--- src/hdl/assert_macros.svh ---
// Assertion helpers used by the deframer RTL.
`ifndef ASSERT_MACROS_SVH
`define ASSERT_MACROS_SVH

// Same-cycle implication, checked on every rising clock edge outside reset.
`define ASSERT_IMPLY(label, clk, rst, ante, cons, msg) \
   label: assert property (@(posedge clk) disable iff (rst) (ante) |-> (cons)) \
      else $error(msg);

// Next-cycle implication, checked on every rising clock edge outside reset.
`define ASSERT_NEXT(label, clk, rst, ante, cons, msg) \
   label: assert property (@(posedge clk) disable iff (rst) (ante) |=> (cons)) \
      else $error(msg);

`endif

--- src/hdl/mbmd_pkg.sv ---
package mbmd_pkg;

   // Frame parser position
   localparam logic [2:0] PH_HUNT  = 3'd0;
   localparam logic [2:0] PH_ADDR  = 3'd1;
   localparam logic [2:0] PH_CTRL  = 3'd2;
   localparam logic [2:0] PH_LEN1  = 3'd3;
   localparam logic [2:0] PH_LEN2  = 3'd4;
   localparam logic [2:0] PH_DATA  = 3'd5;
   localparam logic [2:0] PH_FCS   = 3'd6;
   localparam logic [2:0] PH_CLOSE = 3'd7;

   // Framing bytes
   localparam logic [7:0] FLAG_BYTE = 8'hF9;
   localparam logic [7:0] CTRL_MASK = 8'hEF;   // poll/final bit cleared
   localparam logic [7:0] TYPE_UI   = 8'h03;
   localparam logic [7:0] TYPE_UIH  = 8'hEF;

   localparam int unsigned LEN_W = 15;

   // One result request
   typedef struct packed {
      logic [5:0] channel;
      logic [7:0] payload_byte;
      logic       has_byte;
      logic       last;
   } result_type;

endpackage

--- src/hdl/mux_basic_mode_deframer.sv ---
// Basic-mode multiplexer deframer (receive side).
// req_*: one received link byte per request. rsp_*: one request per payload
// byte of a UI or UIH frame, carrying its channel; rsp_tlast marks the final
// byte of the frame. An empty UI/UIH frame gives a single request with
// rsp_tuser (has_byte) low and rsp_tlast high. Other frame types, the FCS
// and the closing flag are consumed without output.
// An accepted byte is held in the input register, parsed by the parser step,
// and its request is loaded into the output register, from which it is
// presented on rsp_*. Throughput: one byte per cycle while the receiver does
// not stall, as the parser step takes the held byte whenever the output slot is free.
// When the receiver stalls, the output register holds its request and the
// input register holds one more byte; req_tready drops only while both are
// full. Reset (synchronous, active high) empties both registers and returns
// the parser to flag hunting with channel, frame type and counters cleared.
`include "assert_macros.svh"

module mux_basic_mode_deframer (
   input  logic        clock,
   input  logic        reset,
   input  logic        req_tvalid,
   output logic        req_tready,
   input  logic [7:0]  req_tdata,    // [7:0] rx_byte
   output logic        rsp_tvalid,
   input  logic        rsp_tready,
   output logic [15:0] rsp_tdata,    // [5:0] channel, [13:6] payload_byte, [15:14] zero
   output logic        rsp_tuser,    // [0] has_byte
   output logic        rsp_tlast     // last
);

   // Input register
   logic       in_vld_ff, in_vld_in;
   logic [7:0] in_byte_ff, in_byte_in;

   // Parser state
   logic [2:0]                      phase_ff, phase_in;
   logic [5:0]                      chan_ff, chan_in;
   logic                            data_frm_ff, data_frm_in;
   logic [6:0]                      len_low_ff, len_low_in;
   logic [mbmd_pkg::LEN_W-1:0]      left_ff, left_in;

   // Output register
   logic                  out_vld_ff, out_vld_in;
   mbmd_pkg::result_type  out_ff, out_in;

   logic                       step;
   logic                       gen;
   mbmd_pkg::result_type       res;
   logic [mbmd_pkg::LEN_W-1:0] len_val;
   logic                       len_done;
   logic [7:0]                 ctrl_typ;

   // Parse the held byte when the output slot is free or being drained
   assign step       = in_vld_ff && (!out_vld_ff || rsp_tready);
   assign req_tready = !in_vld_ff || step;

   assign in_vld_in  = req_tvalid ? 1'b1 : (step ? 1'b0 : in_vld_ff);
   assign in_byte_in = (req_tvalid && req_tready) ? req_tdata : in_byte_ff;

   // One parser step per byte
   always_comb begin
      phase_in    = phase_ff;
      chan_in     = chan_ff;
      data_frm_in = data_frm_ff;
      len_low_in  = len_low_ff;
      left_in     = left_ff;
      gen         = 1'b0;
      res         = '0;
      res.channel = chan_ff;
      len_val     = '0;
      len_done    = 1'b0;
      ctrl_typ    = in_byte_ff & mbmd_pkg::CTRL_MASK;
      unique case (phase_ff)
         mbmd_pkg::PH_HUNT: begin
            if (in_byte_ff == mbmd_pkg::FLAG_BYTE) phase_in = mbmd_pkg::PH_ADDR;
         end
         mbmd_pkg::PH_ADDR: begin
            chan_in  = in_byte_ff[7:2];
            phase_in = mbmd_pkg::PH_CTRL;
         end
         mbmd_pkg::PH_CTRL: begin
            data_frm_in = (ctrl_typ == mbmd_pkg::TYPE_UI) ||
                          (ctrl_typ == mbmd_pkg::TYPE_UIH);
            phase_in    = mbmd_pkg::PH_LEN1;
         end
         mbmd_pkg::PH_LEN1: begin
            len_low_in = in_byte_ff[7:1];
            len_val    = {8'd0, in_byte_ff[7:1]};
            len_done   = in_byte_ff[0];
            if (!in_byte_ff[0]) phase_in = mbmd_pkg::PH_LEN2;
         end
         mbmd_pkg::PH_LEN2: begin
            len_val  = {in_byte_ff, len_low_ff};
            len_done = 1'b1;
         end
         mbmd_pkg::PH_DATA: begin
            gen              = data_frm_ff;
            res.payload_byte = in_byte_ff;
            res.has_byte     = 1'b1;
            res.last         = (left_ff <= mbmd_pkg::LEN_W'(1));
            if (left_ff <= mbmd_pkg::LEN_W'(1)) begin
               left_in  = '0;
               phase_in = mbmd_pkg::PH_FCS;
            end else begin
               left_in = left_ff - mbmd_pkg::LEN_W'(1);
            end
         end
         mbmd_pkg::PH_FCS: begin
            phase_in = mbmd_pkg::PH_CLOSE;
         end
         mbmd_pkg::PH_CLOSE: begin
            phase_in = mbmd_pkg::PH_HUNT;
         end
         default: begin
            phase_in = mbmd_pkg::PH_HUNT;
         end
      endcase
      // Length complete: payload follows, or an empty frame marker
      if (len_done) begin
         left_in = len_val;
         if (len_val != '0) begin
            phase_in = mbmd_pkg::PH_DATA;
         end else begin
            phase_in         = mbmd_pkg::PH_FCS;
            gen              = data_frm_ff;
            res.payload_byte = '0;
            res.has_byte     = 1'b0;
            res.last         = 1'b1;
         end
      end
   end

   // Output register load and drain
   assign out_vld_in = step ? gen : (rsp_tready ? 1'b0 : out_vld_ff);
   assign out_in     = (step && gen) ? res : out_ff;

   // Control registers
   always_ff @(posedge clock) begin
      if (reset) begin
         in_vld_ff   <= 1'b0;
         out_vld_ff  <= 1'b0;
         phase_ff    <= mbmd_pkg::PH_HUNT;
         chan_ff     <= '0;
         data_frm_ff <= 1'b0;
         len_low_ff  <= '0;
         left_ff     <= '0;
      end else begin
         in_vld_ff  <= in_vld_in;
         out_vld_ff <= out_vld_in;
         if (step) begin
            phase_ff    <= phase_in;
            chan_ff     <= chan_in;
            data_frm_ff <= data_frm_in;
            len_low_ff  <= len_low_in;
            left_ff     <= left_in;
         end
      end
   end

   // Payload registers
   always_ff @(posedge clock) begin
      in_byte_ff <= in_byte_in;
      out_ff     <= out_in;
   end

   assign rsp_tvalid = out_vld_ff;
   assign rsp_tdata  = {2'b00, out_ff.payload_byte, out_ff.channel};
   assign rsp_tuser  = out_ff.has_byte;
   assign rsp_tlast  = out_ff.last;

   // Checks
   `ASSERT_IMPLY(a_marker_is_last, clock, reset, rsp_tvalid && !rsp_tuser, rsp_tlast,
                 "empty-frame marker without last")
   `ASSERT_IMPLY(a_data_count, clock, reset, phase_ff == mbmd_pkg::PH_DATA, left_ff != '0,
                 "payload phase with zero bytes left")
   `ASSERT_NEXT(a_hunt_silent, clock, reset, step && phase_ff == mbmd_pkg::PH_HUNT,
                !out_vld_ff, "result produced while hunting for flag")
   `ASSERT_NEXT(a_fcs_to_close, clock, reset, step && phase_ff == mbmd_pkg::PH_FCS,
                phase_ff == mbmd_pkg::PH_CLOSE, "FCS not followed by closing flag")

endmodule
--- config.mk ---
export PLATFORM = sky130hd
export DESIGN_NAME = mux_basic_mode_deframer
export DESIGN_NICKNAME = d
export VERILOG_FILES = /design/src/hdl/mbmd_pkg.sv /design/src/hdl/mux_basic_mode_deframer.sv
export VERILOG_INCLUDE_DIRS = /design/src /design/src/hdl
export SDC_FILE = /design/constraint.sdc
export NUM_CORES = 1
export LEC_CHECK = 0
export BUFFER_PORTS_ARGS = -buffer_cell sky130_fd_sc_hd__buf_4
export CORE_MARGIN = 2
export CORE_UTILIZATION = 58
export CTS_CLUSTER_SIZE = 24
export DETAILED_ROUTE_END_ITERATION = 10
export PLACE_DENSITY = 0.88
export SLEW_MARGIN = 30
export SYNTH_ARGS = -nofsm -noshare
export SYNTH_HDL_FRONTEND = slang
export SYNTH_SLANG_ARGS = --single-unit
export TNS_END_PERCENT = 30
--- constraint.sdc ---
create_clock -name clock -period 2.6 [get_ports clock]
set_input_delay 0.13 -clock clock [delete_from_list [all_inputs] [get_ports clock]]
set_output_delay 0.13 -clock clock [all_outputs]
set_load 0.02 [all_outputs]
==> impl_metrics.yaml, run 1 <==
outcome:
  status: "complete, no violations"
timing:
  max_clock_freq_mhz: 431
  timing.setup.tns_ns: 0
  fin_worst_skew_ns: 0.0102
  setup_viol: 0
  relSlewSlack: 0.575
  slew_viol_final: 0
  setup_ws_ns: 0.281
  hold_viol_final: 0
  worstMarginPinSlew_ns: 0.632
  post-route-period-util: 0.892
  period_needed_ns: 2.32
  rsz0062_at_grt: "false"
floorplan:
  fp.dieArea_sq_um: 5460
  rows: 25
  die_w_um: 73.9
  io_pins: 32
  core_sq_um: 4720
  die_y_um: 73.9
  start_util: 0.599
clocking:
  cts_resized: 0
  clock-sinks: 58
  cts.clk_slew.worst_paths_ns: 0.07
  cts_root_buf: "clkbuf_8"
  cts_tree: "done"
  cts_buffers: 9
  cts.path.max_buffers: 2
  h-tree-depth: 3
  clk_latency_ns: 0.34
logic_synthesis:
  synth_edf_count: 24
  synth_top_family_by_area: "simple AND/OR/NAND/NOR gates"
  synth_top_area_cell: "edfxtp_1"
  synth-simple-area-share: 0.221
  synth_area_leaders: "edfxtp_1 (25%), dfxtp_1 (24%), mux2i_1 (5.3%)"
  synthXorXnorAreaFrac: 0.00928
  synth_compound_area_frac: 0.171
  synth_top_area_share: 0.255
  ys_types: 59
  yosys_warnings: 0
  syn-cell-area_sq_um: 2830
  postSynth.asyncResetShare: 0
  seq_area_frac_synth: 0.495
  synthAdderAreaFrac: 0.00884
  synth.area.mux_share: 0.0530
  syn_area_per_cell_sq_um: 9.83
  netlist_instances: 288
  synthFlopType: "dfxtp_1"
  ys_seq_elements: 58
routing:
  vias: 2506
  dr.first_iter.drc_count: 428
  ant_nets: 0
  dr.pass1.iters: 6
  routed_wl_um: 7240
  vias_per_cell: 6.34
  drc: 0
  drt-wirelength-per-cell_um: 18.3
global_route:
  grt_usage: 0.297
  grt_start_max_net_pins: 39
  antenna_found_initial: 0
  grt_first_pass_wirelength_um: 11900
  grt_overflow: 0
  first_global_vias: 2435
final_layout:
  nets: 338
  syn_to_final_growth_pct: 19.7
  diodes: 0
  drive_above_1_share: 0.186
  instances_no_fill: 395
power_and_ir_drop:
  p_comb_frac: 0.027
  p_per_area_nw_per_um2: 566
  p_switching_uw: 413
  p_leak_nw: 1.44
  swShare: 0.215
  seqPwrFrac: 0.506
  power_frac_clock: 0.467
  ir_drop_mv: 0.488
  p_int_mw: 1.50
place:
  hpwl_um: 4580
  place.port_buffers: 29
  place_inst: 372
  place_ws_ns: 0.369
  gp_congestion: 0.941
setup_path:
  critPathSlowestCell: "nor4_1"
  cp-start-kind: "flop"
  path_max_fanout: 9
  path_cells: "nor4_1, a21boi_0, o21ai_0, a21oi_1, nor2_1, buf_4"
  worstPathRequired_ns: 2.65
  worstReg2RegStart: "in_byte_ff[5]"
  path_class: "reg2reg"
  r2r_setup_slack_ns: 0.28
  critPathArrivalTime_ns: 2.37
  worstRegToRegCells: 6
  cp_slowest_stage_delay_ns: 0.58
  crit_path_end_kind: "flop"
  r2r-end: "rsp_tdata[3]"
worst_hold_path:
  min_to: "in_vld_ff"
  hp-class: "in2reg"
  min_from: "req_tvalid"
  holdPathStages: 3
flow_run:
  maxCapViolCount: 0
## worst max-delay path: cells and delay by family (launching register included)
kind                   cells  cell delay [ns]
and+or+nand+nor            2             0.74
AOI/OAI and AO/OA          3             0.58
DFF                        1             0.50
buffers and inverters      1             0.20
## how the worst max path moves through the flow
stage,from,endpoint,cells past startpoint
6_report,in_byte_ff[5],rsp_tdata[3],6
5_1_grt,in_byte_ff[3],rsp_tdata[3],6
4_1_cts,in_byte_ff[5],rsp_tdata[3],6
3_5_place_dp,in_byte_ff[5],rsp_tdata[3],6
3_3_place_gp,in_byte_ff[5],rsp_tdata[2],6
2_1_floorplan,in_byte_ff[3],rsp_tdata[0],5
## cell families (layout without fill, tap and decap cells)
logic type / after synthesis / in the layout
AOI/OAI and AO/OA: 68 / 68
xor gates and xnor gates: 3 / 3
adders and majority gates: 2 / 2
buffers and inverters: 26 / 65
DFF: 58 / 58
muxes: 15 / 15
other: 1 / 2
and+or+nand+nor: 115 / 115
## state kept, by name, summed over array words and instances, names as in the netlist
register     flops
chan_ff          6
data_frm_ff      1
in_byte_ff       8
in_vld_ff        1
left_ff         15
len_low_ff       7
phase_ff         3
rsp_tdata       14
rsp_tlast        1
rsp_tuser        1
rsp_tvalid       1
## per-stage QoR
| stage | power, mW | utilization | hold slack [ns] | cell area, sq um |
|---|---|---|---|---|
| final | 1.92 | 0.718 | 0.0148 | 3390 |
| after global routing | 1.96 | 0.718 | 0.0265 | 3390 |
| after CTS | 1.92 | 0.718 | 0.0166 | 3390 |
| after detailed placement | 1.03 | 0.657 | 0.310 | 3100 |
| after global placement | 1.03 | 0.657 | 0.308 | 3100 |
| after floorplan | 1.01 | - | 0.229 | 2840 |
## placed cells by master, fill, tap and decap left out, types with 4 or more instances in the layout
cell type	instances
nand3_1	5
clkbuf_8	9
a21oi_1	15
nor2b_1	4
mux2i_1	15
nand4_1	6
a31oi_1	6
a22oi_1	8
and2_1	4
buf_4	38
inv_1	4
nor3_1	12
dlygate4sd3_1	8
dfxtp_1	34
nor2_1	31
and3_1	10
o21ai_0	6
nand2_1	17
edfxtp_1	24
nand2b_1	5
## timing repair
action                                  in CTS  in global routing
setup buffers                                0                  0
hold buffers                                 8                  0
hold endpoints to repair                     8                  0
endpoints found under the setup margin       0                  0
## routing by layer
layer | part of all wire | track usage | up-vias
met5 | 0 | 0 | -
met4 | 0.024 | 0.135 | 0
met3 | 0.084 | 0.0796 | 20
met2 | 0.49 | 0.480 | 156
met1 | 0.40 | 0.371 | 1177
li1 | - | - | 1153
## power groups by stage
stage	logic [mW]	clock network [mW]	registers (mW)
after floorplan	0.0271	0	0.979
after global placement	0.0381	0	0.988
after detailed placement	0.0397	0	0.989
after CTS	0.0500	0.899	0.969
after global routing	0.0552	0.937	0.970
final	0.0519	0.896	0.970
## cell usage after synthesis (all sizes together), types with 2 or more instances
| master | number |
|---|---|
| a31oi | 7 |
| mux2i | 15 |
| a221oi | 3 |
| nor4 | 4 |
| nand4 | 6 |
| nand4b | 3 |
| o21ai | 8 |
| o211ai | 3 |
| or3 | 5 |
| nor3 | 12 |
| a21oi | 15 |
| nand2 | 17 |
| nand2b | 5 |
| inv | 4 |
| ha | 2 |
| edfxtp | 24 |
| buf | 6 |
| and4 | 2 |
| nand3 | 5 |
| or3b | 2 |
| a211oi | 3 |
| and2 | 4 |
| nor2 | 31 |
| dfxtp | 34 |
| a22oi | 8 |
| and3 | 10 |
| xnor2 | 2 |
| a41oi | 2 |
| o32ai | 3 |
| o21a | 2 |
| nor2b | 4 |
| a32oi | 2 |
| clkbuf | 16 |
## layout make-up
class | count | area [sq um]
Sequential cell | 58 | 1400
Fill cell | 316 | 1330
Inverter | 4 | 15.0
Clock inverter | 6 | 82.6
Multi-Input combinational cell | 205 | 1320
Timing Repair Buffer | 46 | 365
Clock buffer | 9 | 124
Tap cell | 67 | 83.8
(Power assumes the default switching activity.)
==> run 2, diff against run 1 <==
- RECOVER_POWER: default -> 50
==> run 2 against run 1 <==
Effect of this change:
- via count up 0.20%
- sequential cell count unchanged
- cell area down 2.2%
- fmax up 0.30%
- highest routed layer unchanged
==> impl_metrics.yaml, run 2 (synthesized netlist as in run 1, its figures left out) <==
setup_path:
  critPathArrivalTime_ns: 2.36
  path_class: "reg2reg"
  path_max_fanout: 9
  worstPathRequired_ns: 2.65
  crit_path_end_kind: "flop"
  cp-start-kind: "flop"
timing:
  fin_worst_skew_ns: 0.0106
  rsz0062_at_grt: "false"
  setup_viol: 0
  worst_hold_slack_ns: 0.0133
  hold_viol_final: 0
  slew_viol_final: 0
  post-route-period-util: 0.889
  worstMarginPinSlew_ns: 0.699
  period_needed_ns: 2.31
  relSlewSlack: 0.533
  max_clock_freq_mhz: 432
  timing.setup.tns_ns: 0
final_layout:
  nets: 338
  diodes: 0
  n_fill_cell: 341
  regArea_sq_um: 1400
  fin_area_sq_um: 3310
  drive_above_1_share: 0.125
  largest_reg_flops: 15
  regMostFlops: "left_ff"
  layout_commonest_cell: "dfxtp_1"
  final_cell_mix: "dfxtp_1 (34), nor2_1 (31), edfxtp_1 (24)"
  multi_input_area_sq_um: 1320
  syn_to_final_growth_pct: 17.1
routing:
  drc: 0
  vias_per_cell: 6.36
  vias: 2511
  wl_met2_um: 3540
  top_layer_used: "met4"
  ant_nets: 0
  routed_wl_um: 7280
  drt-wirelength-per-cell_um: 18.4
  dr.first_iter.drc_count: 376
  dr.pass1.iters: 5
  routed-wl-met3_um: 602
  drt-met1-wl_um: 2950
global_route:
  grt_first_pass_wirelength_um: 11900
  grt_start_max_net_pins: 39
  grt_overflow: 0
  first_global_vias: 2435
  antenna_found_initial: 0
  grt_usage: 0.297
clocking:
  cts_root_buf: "clkbuf_8"
  h-tree-depth: 3
  cts.clk_slew.worst_paths_ns: 0.07
  cts_resized: 0
  cts.path.max_buffers: 2
  cts_tree: "done"
  clock-sinks: 58
  cts_buffers: 9
  clk_latency_ns: 0.34
  post_cts_buffers: 0
worst_hold_path:
  hp-class: "in2reg"
place:
  hpwl_um: 4580
  gp_congestion: 0.941
  place.port_buffers: 29
  dpl_cell_area_sq_um: 3100
power_and_ir_drop:
  ir_drop_mv: 0.486
  total_power_mw: 1.92
  p_per_area_nw_per_um2: 578
  p_leak_nw: 1.36
floorplan:
  fp.dieArea_sq_um: 5460
  rows: 25
  io_pins: 32
  die_y_um: 73.9
  start_util: 0.599
  die_w_um: 73.9
  core_sq_um: 4720
flow_run:
  maxCapViolCount: 0
outcome:
  status: "complete, no violations"
-- run 2: cell types whose count changed in the layout (fill, tap and decap cells not counted), sizes merged --
cell,delta
buf,-27
clkbuf,+27
-- run 2: what timing repair did --
item / in CTS / in global routing
hold endpoints to repair: 8 / 0
setup endpoints to repair: 0 / 0
hold buffers: 8 / 0
-- run 2: metrics by stage --
stage               cells  setup WS, ns   util
global route          395         0.118  0.702
CTS                   395         0.351  0.718
floorplan             289         0.172      -
finish                395         0.288  0.702
global placement      372         0.458  0.657
detailed placement    372         0.369  0.657
-- run 2: path summary, 6_finish.rpt --
check	start	to	slack, ns	cells after the start
setup / recovery	in_byte_ff[5]	rsp_tdata[3]	0.29	6
setup reg to reg	in_byte_ff[5]	rsp_tdata[3]	0.29	6
hold / removal	req_tvalid	in_vld_ff	0.01	3
hold reg to reg	chan_ff[0]	rsp_tdata[0]	0.44	0
-- run 2: power by group --
part	internal, mW	switching [mW]
Sequential	0.952	0.0191
Combinational	0.0233	0.0272
Clock	0.529	0.367
Total	1.50	0.413
-- run 2: final cells by class --
cell class | instances | share of cell area
Tap cell | 67 | 0.0253
Multi-Input combinational cell | 205 | 0.398
Clock inverter | 6 | 0.0249
Timing Repair Buffer | 46 | 0.0876
Clock buffer | 9 | 0.0374
Inverter | 4 | 0.00453
Sequential cell | 58 | 0.423
-- run 2: per-layer routing --
layer | vias up | global-route usage
met1 | 1181 | 0.371
met4 | 0 | 0.135
met5 | - | 0
li1 | 1155 | -
met3 | 25 | 0.0796
met2 | 150 | 0.480
-- run 2: critical path: stages, from the launching register on --
cell      delay, ns
edfxtp_1       0.51
nor4_1         0.55
a21boi_0       0.22
o21ai_0        0.27
a21oi_1        0.11
nor2_1         0.16
buf_4          0.20
